<file path="config.mk">
export PLATFORM = sky130hd
export DESIGN_NAME = sha_ram
export DESIGN_NICKNAME = d
export VERILOG_FILES = /design/src/hw/rtl/sha_ram.sv
export SDC_FILE = /design/constraint.sdc
export NUM_CORES = 1
export LEC_CHECK = 0
export BUFFER_PORTS_ARGS = -buffer_cell sky130_fd_sc_hd__buf_2
export CORE_MARGIN = 4
export CORE_UTILIZATION = 50
export DETAILED_ROUTE_END_ITERATION = 10
export GPL_TIMING_DRIVEN = 1
export PLACE_DENSITY = 0.76
export SKIP_LAST_GASP = 1
export SYNTH_ARGS = -nofsm -noshare
export SYNTH_HDL_FRONTEND = slang
export SYNTH_SLANG_ARGS = --single-unit
</file>
<file path="constraint.sdc">
create_clock -name clk -period 2.3 [get_ports clk]
set_input_delay 0.23 -clock clk [delete_from_list [all_inputs] [get_ports clk]]
set_output_delay 0.23 -clock clk [all_outputs]
set_load 0.01 [all_outputs]
</file>
<file path="src/hw/rtl/sha_ram.sv">
module sha_ram #(
	parameter int Width = 8,
	parameter int Depth = 64
) (
	input  logic                     clk,
	input  logic                     we,
	input  logic [$clog2(Depth)-1:0] waddr,
	input  logic [Width-1:0]         wdata,
	input  logic [$clog2(Depth)-1:0] raddr,
	output logic [Width-1:0]         rdata
);
	logic [Width-1:0] mem [Depth];

	always_ff @(posedge clk) begin
		if (we) begin
			mem[waddr] <= wdata;
		end
		rdata <= mem[raddr];
	end
endmodule

</file>
Word level (Yosys, flattened, before mapping)
Memories as Yosys holds them, arrays and structs flattened. A register that Yosys moved wholly into a read port is not among the register bits.
Cells that the tools add are included.
Widths: inputs -> output; s select.
- add/sub/neg operators: 0
- $mul: 0
- div/mod/pow operators: 0
- magnitude comparators: 0
- equal/unequal tests: 0
- shift-type cells: 0
- muxes and demuxes: 2
- bitwise gates (word level): 0
- reduce and logical (&&, ||, !) cells: 0
- operators by type and width (kind ; number):
    $mux 1 ; 2
- register bits after elaboration: 0
- bits in latches: 0
- RAM bits: 512
- bits in read-only memories: 0
- input port bits: 22
- memories: 1
- memory list (name ; words ; bits a word ; rd ports ; clocked after Yosys merged registers in ; write ports ; line ; source):
    mem ; 64 ; 8 ; 1 ; 1 ; 1 ; 12 ; logic [Width-1:0] mem [Depth];

Depth between registers and ports, before layout
Gate-level depths: netlist of run 1.
- word-level depth: 2
- mapped depth: 9
- mapped depth without buffers: 5

Worst setup path after synthesis of run 1
OpenSTA, ideal clock, no wires.
- path kind: input to register
- start: input port raddr[1]
- end: register rdata[3], read port of mem
- data arrival time: 1770 ps
- data required time: 2172 ps
- path slack: 402 ps
- stages: 7
- buffers on the path: 3
- cells stage by stage: buf_4 buf_2 buf_2 mux4_2 mux4_2 o21ai_1 o41ai_1
- RTL lines (element ; line ; source):
    from (decl) ; 9 ; input logic [$clog2(Depth)-1:0] raddr,
    to (decl) ; 10 ; output logic [Width-1:0] rdata

==> results.yml, run 1 <==
critical_path:
  ff2ff_setup_slack_ns: 0.13
  cp_data_required_time_ns: 2.75
  start_kind: "flip-flop"
  reg2reg_depth: 5
  arrival_ns: 2.62
  crit_type: "reg -> reg"
  end_kind: "flip-flop"
  crit_family: "multiplexers"
  path_buf_inv: 0
  rr_startpoint: "mem[24][6]$_DFFE_PP_"
  max_stage_delay_ns: 0.47
  slowest_stage: "mux4_2"
  r2r_end: "rdata[6]$_DFF_P_"
  cp_max_fo: 1
  path_cells: "mux4_2 -> mux2_2 -> o221a_2 -> nor3_1 -> o32ai_1"
routing:
  vias: 10030
  drtIter0Drc: 1121
  routedWlPerCell_um: 26.62
  antenna_left: 0
  vias_per_cell: 6.020
  drt-total-wl_mm: 44.34
  first_pass_iters: 5
  drc: 0
clocking:
  cts.sinks: 520
  cts_buffer_depth: 3
  root_buffer: "clkbuf_16"
  numCtsBuffers: 52
  clk_pin_slew_ns: 0.06
  ctsHtreeMaxLevel: 2
  cts_tree: "done"
  cts_setup_buffers: 0
  clkLatencyLatePin_ns: 0.59
synthesis:
  synth_area_leaders: "edfxtp_1 (76%), mux4_2 (14%), nor2_1 (1.5%)"
  synth-compound-area-share_pct: 2.072
  async_flop_share_pct: 0
  synth_xor_area_share_pct: 0
  synth_cells: 940
  yosys.area.top_type: "edfxtp_1"
  synth_top_area_share_pct: 76.24
  yosysUniqueCellTypes: 40
  yosys.area_share.simple_pct: 3.388
  synth-main-ff-cell: "edfxtp_1"
  ys_ff_latch: 520
  syn_nets: 962
  yosysSeqAreaShare_pct: 77.03
  synth_top_family_by_area: "multiplexers"
  synth-edff-count: 512
  netlist_area_um2: 20170
  synthAdderAreaFrac_pct: 0
  yosysWarnings: 0
  synthMuxAreaShare_pct: 15.94
  synth.avg_cell_area_um2: 21.45
global_route:
  track_usage_pct: 20.56
  grt_pass1_vias: 10280
  grt_max_degree: 65
  antenna_found_initial: 3
  grt_pass1_wl_mm: 66.63
  grt-ovfl-total: 0
place:
  port-buffer-count: 29
  hpwl_mm: 28.23
  gp_congestion: 0.8655
  pre_cts_ws_ns: -0.1766
floorplanning:
  core_area_um2: 39820
  start_util_pct: 50.64
  die_w_um: 208.8
  row_count: 73
  die_h_um: 208.8
  io_pins: 30
  die-area_um2: 43610
sta:
  grt_setup_unrepaired: "false"
  finalHoldViolCount: 0
  fin_crit_ns: 2.166
  clock.fmax_mhz: 461.6
  tightest_slew_ns: 1.165
  slew_viol_final: 0
  maxSlewHeadroom_pct: 22.31
  min_period_over_period_pct: 94.19
  skew_ns: 0.02180
  layout_setup_ws_ns: 0.1337
  setup_viol: 0
run:
  maxCapViolations: 0
layout:
  drive_gt1_share_pct: 32.57
  nets: 1119
  synthToLayoutAreaGrowth_pct: 15.72
  final_util_pct: 58.60
min_path:
  min_path_type: "in -> reg"
  hold_path_startpoint: "raddr[5]"
  hold_end: "rdata[2]$_DFF_P_"
  holdPathStages: 3
pwr:
  power_per_cell_area_nw_per_um2: 840.4
  ir_worst_vdd_mv: 0.6221
  power_leakage_uw: 0.007550
outcome:
  status: "finished, final reports clean"
==> synthesized netlist by cell type (3+ instances only) <==
master and instances:
a21oi_1 3, dfxtp_1 8, nor2_1 83, o221ai_1 8, o2111ai_1 3, clkbuf_1 17, mux4_2 126, nand2b_1 7
buf_4 13, edfxtp_1 512, nor3_1 7, mux2i_1 23, nand3_1 13, mux2_2 13, buf_1 4, nor2b_1 14
nand3b_1 3, a211oi_1 4, o22ai_1 8, nand2_1 19, buf_6 4, buf_2 11, a22oi_1 3, a221oi_1 6
o2bb2ai_1 3
==> stage by stage <==
stage                     TNS, ns  cell area, um2  cells  hold slack (ns)  total power (uW)
after global routing            0           23330   1664           0.1156             20270
after floorplan                 0           20170    940           0.3289             11270
after detailed placement  -0.2789           21680   1567           0.5728             11750
final                           0           23340   1666           0.1074             19610
after global placement    -0.2022           21680   1567           0.5696             11720
after CTS                       0           23330   1664          0.07178             19780
==> cells by family (layout without fill, tap and decap cells) <==
| kind of cell | Yosys count | count (layout) |
|---|---|---|
| AO/OA/AOI/OAI | 54 | 54 |
| buffers and inverters | 51 | 250 |
| flip-flops | 520 | 520 |
| multiplexers | 162 | 162 |
| other | 0 | 2 |
| AND/OR/NAND/NOR | 153 | 153 |
==> power breakdown <==
part           total, uW  internal (uW)  switching (uW)  leakage, uW
Clock               8060           4670            3390     0.000805
Sequential         10500          10500            32.3      0.00467
Combinational       1030            419             609      0.00207
Total              19600          15600            4030      0.00755
==> worst max-delay path by stage <==
stage | start | endpoint | depth (start not counted)
floorplan | raddr[1] | rdata[3]$_DFF_P_ | 7
global placement | raddr[0] | rdata[4]$_DFF_P_ | 6
detailed placement | raddr[0] | rdata[4]$_DFF_P_ | 6
CTS | mem[29][4]$_DFFE_PP_ | rdata[4]$_DFF_P_ | 5
global route | mem[24][6]$_DFFE_PP_ | rdata[6]$_DFF_P_ | 5
finish | mem[24][6]$_DFFE_PP_ | rdata[6]$_DFF_P_ | 5
==> flip-flops by register name, indices dropped and copies added, names as in the netlist <==
register and flops:
mem 512, rdata 8
==> worst register-to-register path, delay by kind of cell (launching register included) <==
| kind | cells | cell delay [ns] |
|---|---|---|
| AO/OA/AOI/OAI | 2 | 0.45 |
| flip-flops | 1 | 0.36 |
| multiplexers | 2 | 0.76 |
| AND/OR/NAND/NOR | 1 | 0.46 |
==> timing repair <==
action                                  in CTS  in global routing
resized for setup                            0                  1
endpoints found under the hold margin        5                  0
endpoints found under the setup margin       0                  1
hold buffers                                 1                  0
==> layout by cell type (no fill, tap or decap), types with 3 or more instances in the layout <==
cell	count
edfxtp_1	512
a22oi_1	3
mux2i_1	23
o2111ai_1	3
dfxtp_1	8
nor3_1	6
o22ai_1	8
nand3b_1	3
clkinv_2	14
mux4_2	126
a221oi_1	6
bufinv_16	4
buf_12	7
clkbuf_16	53
nand3_1	13
clkinv_1	8
nor2_1	83
clkbuf_1	12
buf_2	26
a211oi_1	4
a21oi_1	3
nand2_1	19
buf_4	119
nor2b_1	14
o2bb2ai_1	3
nand2b_1	7
o221ai_1	8
mux2_2	13
==> cell type report <==
type | instances | area (um2)
tap | 525 | 656.9
sequential | 520 | 15530
antenna | 2 | 5.005
clock inverter | 31 | 261.5
fill | 2842 | 16490
multi-input combinational | 369 | 4320
timing repair buffer | 154 | 1187
clock buffer | 65 | 1371
==> metal layers <==
metal	GRT usage (%)	part of all wire, %
met2	32.58	49
met4	8.281	3.8
met1	27.85	38
met3	4.999	8.8
met5	1.224	0.20
No activity file was read; power rests on OpenSTA's default activity.
==> run 2, diff against run 1 <==
Settings changed: CORE_ASPECT_RATIO from default to 1.1, CTS_CLUSTER_DIAMETER from default to 40.
==> run 2 against run 1 <==
Design area is 0.36% higher. Register-to-register slack gained 0.13 ns. First-iteration DRC count is 11% higher. Sequential share of layout area shrank 0.24 points. Utilization is 0.75 points higher. Non-clock buffer count is 3 lower. Largest cell class unchanged. Largest power group unchanged. Highest routed layer unchanged.
==> results.yml, run 2 (synthesis results as in run 1) <==
layout:
  final_util_pct: 59.35
  largest_reg_flops: 512
  largest_register: "mem"
  drive_gt1_share_pct: 32.63
  mostFrequentLayoutCells: "edfxtp_1 (512), mux4_2 (126), buf_4 (111), nor2_1 (83), clkbuf_16 (55)"
  top_regs: "mem (512), rdata (8)"
  multi_input_area_um2: 4315
  synthToLayoutAreaGrowth_pct: 16.14
  n_fill_cell: 2701
  regArea_um2: 15530
  nets: 1119
  layout_commonest_cell: "edfxtp_1"
pwr:
  ir_worst_vdd_mv: 0.7275
  power_leakage_uw: 0.007585
  power_frac_comb_pct: 5.3
  p_total_uw: 19790
  switchingPower_uw: 4193
  swShare_pct: 21.19
  power_frac_clock_pct: 41.5
  power_frac_seq_pct: 53.1
  p_int_uw: 15600
  power_per_cell_area_nw_per_um2: 844.9
clocking:
  cts_buffer_depth: 3
  clk_pin_slew_ns: 0.06
  clkLatencyLatePin_ns: 0.59
  ctsHtreeMaxLevel: 2
  cts_tree: "done"
  post_cts_resized: 0
  numCtsBuffers: 55
  cts-hold-fix-buffers: 0
  cts.sinks: 520
  cts_setup_buffers: 0
  root_buffer: "clkbuf_16"
floorplanning:
  die-area_um2: 43610
  core_area_um2: 39460
  die_h_um: 218.6
  start_util_pct: 51.10
  die_w_um: 199.5
  io_pins: 30
  row_count: 76
min_path:
  holdPathStages: 3
  hold_path_startpoint: "raddr[5]"
  min_path_type: "in -> reg"
  hold_end: "rdata[0]$_DFF_P_"
critical_path:
  ff2ff_setup_slack_ns: 0.26
  reg2reg_depth: 6
  cp_max_fo: 1
  crit_family: "multiplexers"
  max_stage_delay_ns: 0.48
  start_kind: "flip-flop"
  r2r_end: "rdata[4]$_DFF_P_"
  path_buf_inv: 1
  arrival_ns: 2.49
  rr_startpoint: "mem[21][4]$_DFFE_PP_"
  slowest_stage: "mux4_2"
  cp-startpoint: "mem[21][4]$_DFFE_PP_"
  cp_data_required_time_ns: 2.75
  end_kind: "flip-flop"
  path_cells: "mux4_2 -> mux2_2 -> o221a_2 -> nor3_1 -> buf_4 -> o32ai_1"
  crit_type: "reg -> reg"
routing:
  drt-total-wl_mm: 44.66
  drc: 0
  vias_per_cell: 6.143
  drtIter0Drc: 1241
  first_pass_iters: 5
  antenna_left: 0
  vias: 10150
  routedWlPerCell_um: 27.03
sta:
  grt_setup_unrepaired: "false"
  clock.fmax_mhz: 491.1
  setup_viol: 0
  min_period_over_period_pct: 88.53
  slew_viol_final: 0
  tightest_slew_ns: 0.9345
  fin_crit_ns: 2.036
  maxSlewHeadroom_pct: 37.70
  skew_ns: 0.01024
  tns_ns: 0
  finalHoldViolCount: 0
global_route:
  grt_max_degree: 65
  top_usage_layer: "met2"
  track_usage_pct: 21.21
  grt_util_met2_pct: 34.22
  grt_use_met1_pct: 28.62
  grt_pass1_vias: 10520
  grt-ovfl-total: 0
  grt_use_met3_pct: 6.090
  grt_pass1_wl_mm: 67.93
  antenna_found_initial: 1
place:
  port-buffer-count: 29
  gp_congestion: 0.8362
  hpwl_mm: 28.31
run:
  maxCapViolations: 0
outcome:
  status: "finished, final reports clean"
==> run 2: worst reg2reg max path: cells and delay by family (launching register included) <==
kind / cells / cell delay, ns
flops: 1 / 0.38
mux: 2 / 0.76
compound gates: 2 / 0.38
buf+inv: 1 / 0.19
simple gates: 1 / 0.20
==> run 2: power by group through the flow <==
stage,Clock (uW),Combinational (uW),Sequential [uW]
6_report,8210,1060,10500
5_1_grt,8790,1120,10500
4_1_cts,8350,1060,10500
3_5_place_dp,0,1050,10700
3_3_place_gp,0,1030,10700
2_1_floorplan,0,559,10700
==> run 2: routing by layer <==
| layer | share of wire (%) | vias to the layer above |
|---|---|---|
| li1 | - | 4260 |
| met1 | 37 | 5265 |
| met2 | 50 | 507 |
| met3 | 10 | 114 |
| met4 | 3.0 | 2 |
| met5 | 0.031 | - |
==> run 2: layout make-up <==
| type | instances | share of cell area (%) |
|---|---|---|
| sequential | 520 | 66.33 |
| multi-input combinational | 369 | 18.43 |
| clock buffer | 72 | 6.320 |
| timing repair buffer | 151 | 5.283 |
| tap | 507 | 2.708 |
| clock inverter | 31 | 0.9135 |
| antenna | 2 | 0.02137 |
==> run 2: worst max path at each step <==
stage,endpoint,slack (ns),depth (start not counted)
after floorplan,rdata[3]$_DFF_P_,0.40,7
after global placement,rdata[5]$_DFF_P_,0.05,7
after detailed placement,rdata[3]$_DFF_P_,0.01,6
after CTS,rdata[4]$_DFF_P_,0.28,6
after global routing,rdata[4]$_DFF_P_,0.22,6
final,rdata[4]$_DFF_P_,0.26,6
==> run 2: through the flow <==
step / area, um2 / cells / worst slack, ns / hold WS (ns)
5_1_grt: 23420 / 1650 / 0.2249 / 0.07721
4_1_cts: 23420 / 1650 / 0.2830 / 0.05234
2_1_floorplan: 20170 / 940 / 0.4023 / 0.3289
3_5_place_dp: 21720 / 1547 / 0.01353 / 0.6335
3_3_place_gp: 21720 / 1547 / 0.04686 / 0.6317
6_report: 23420 / 1652 / 0.2637 / 0.09276
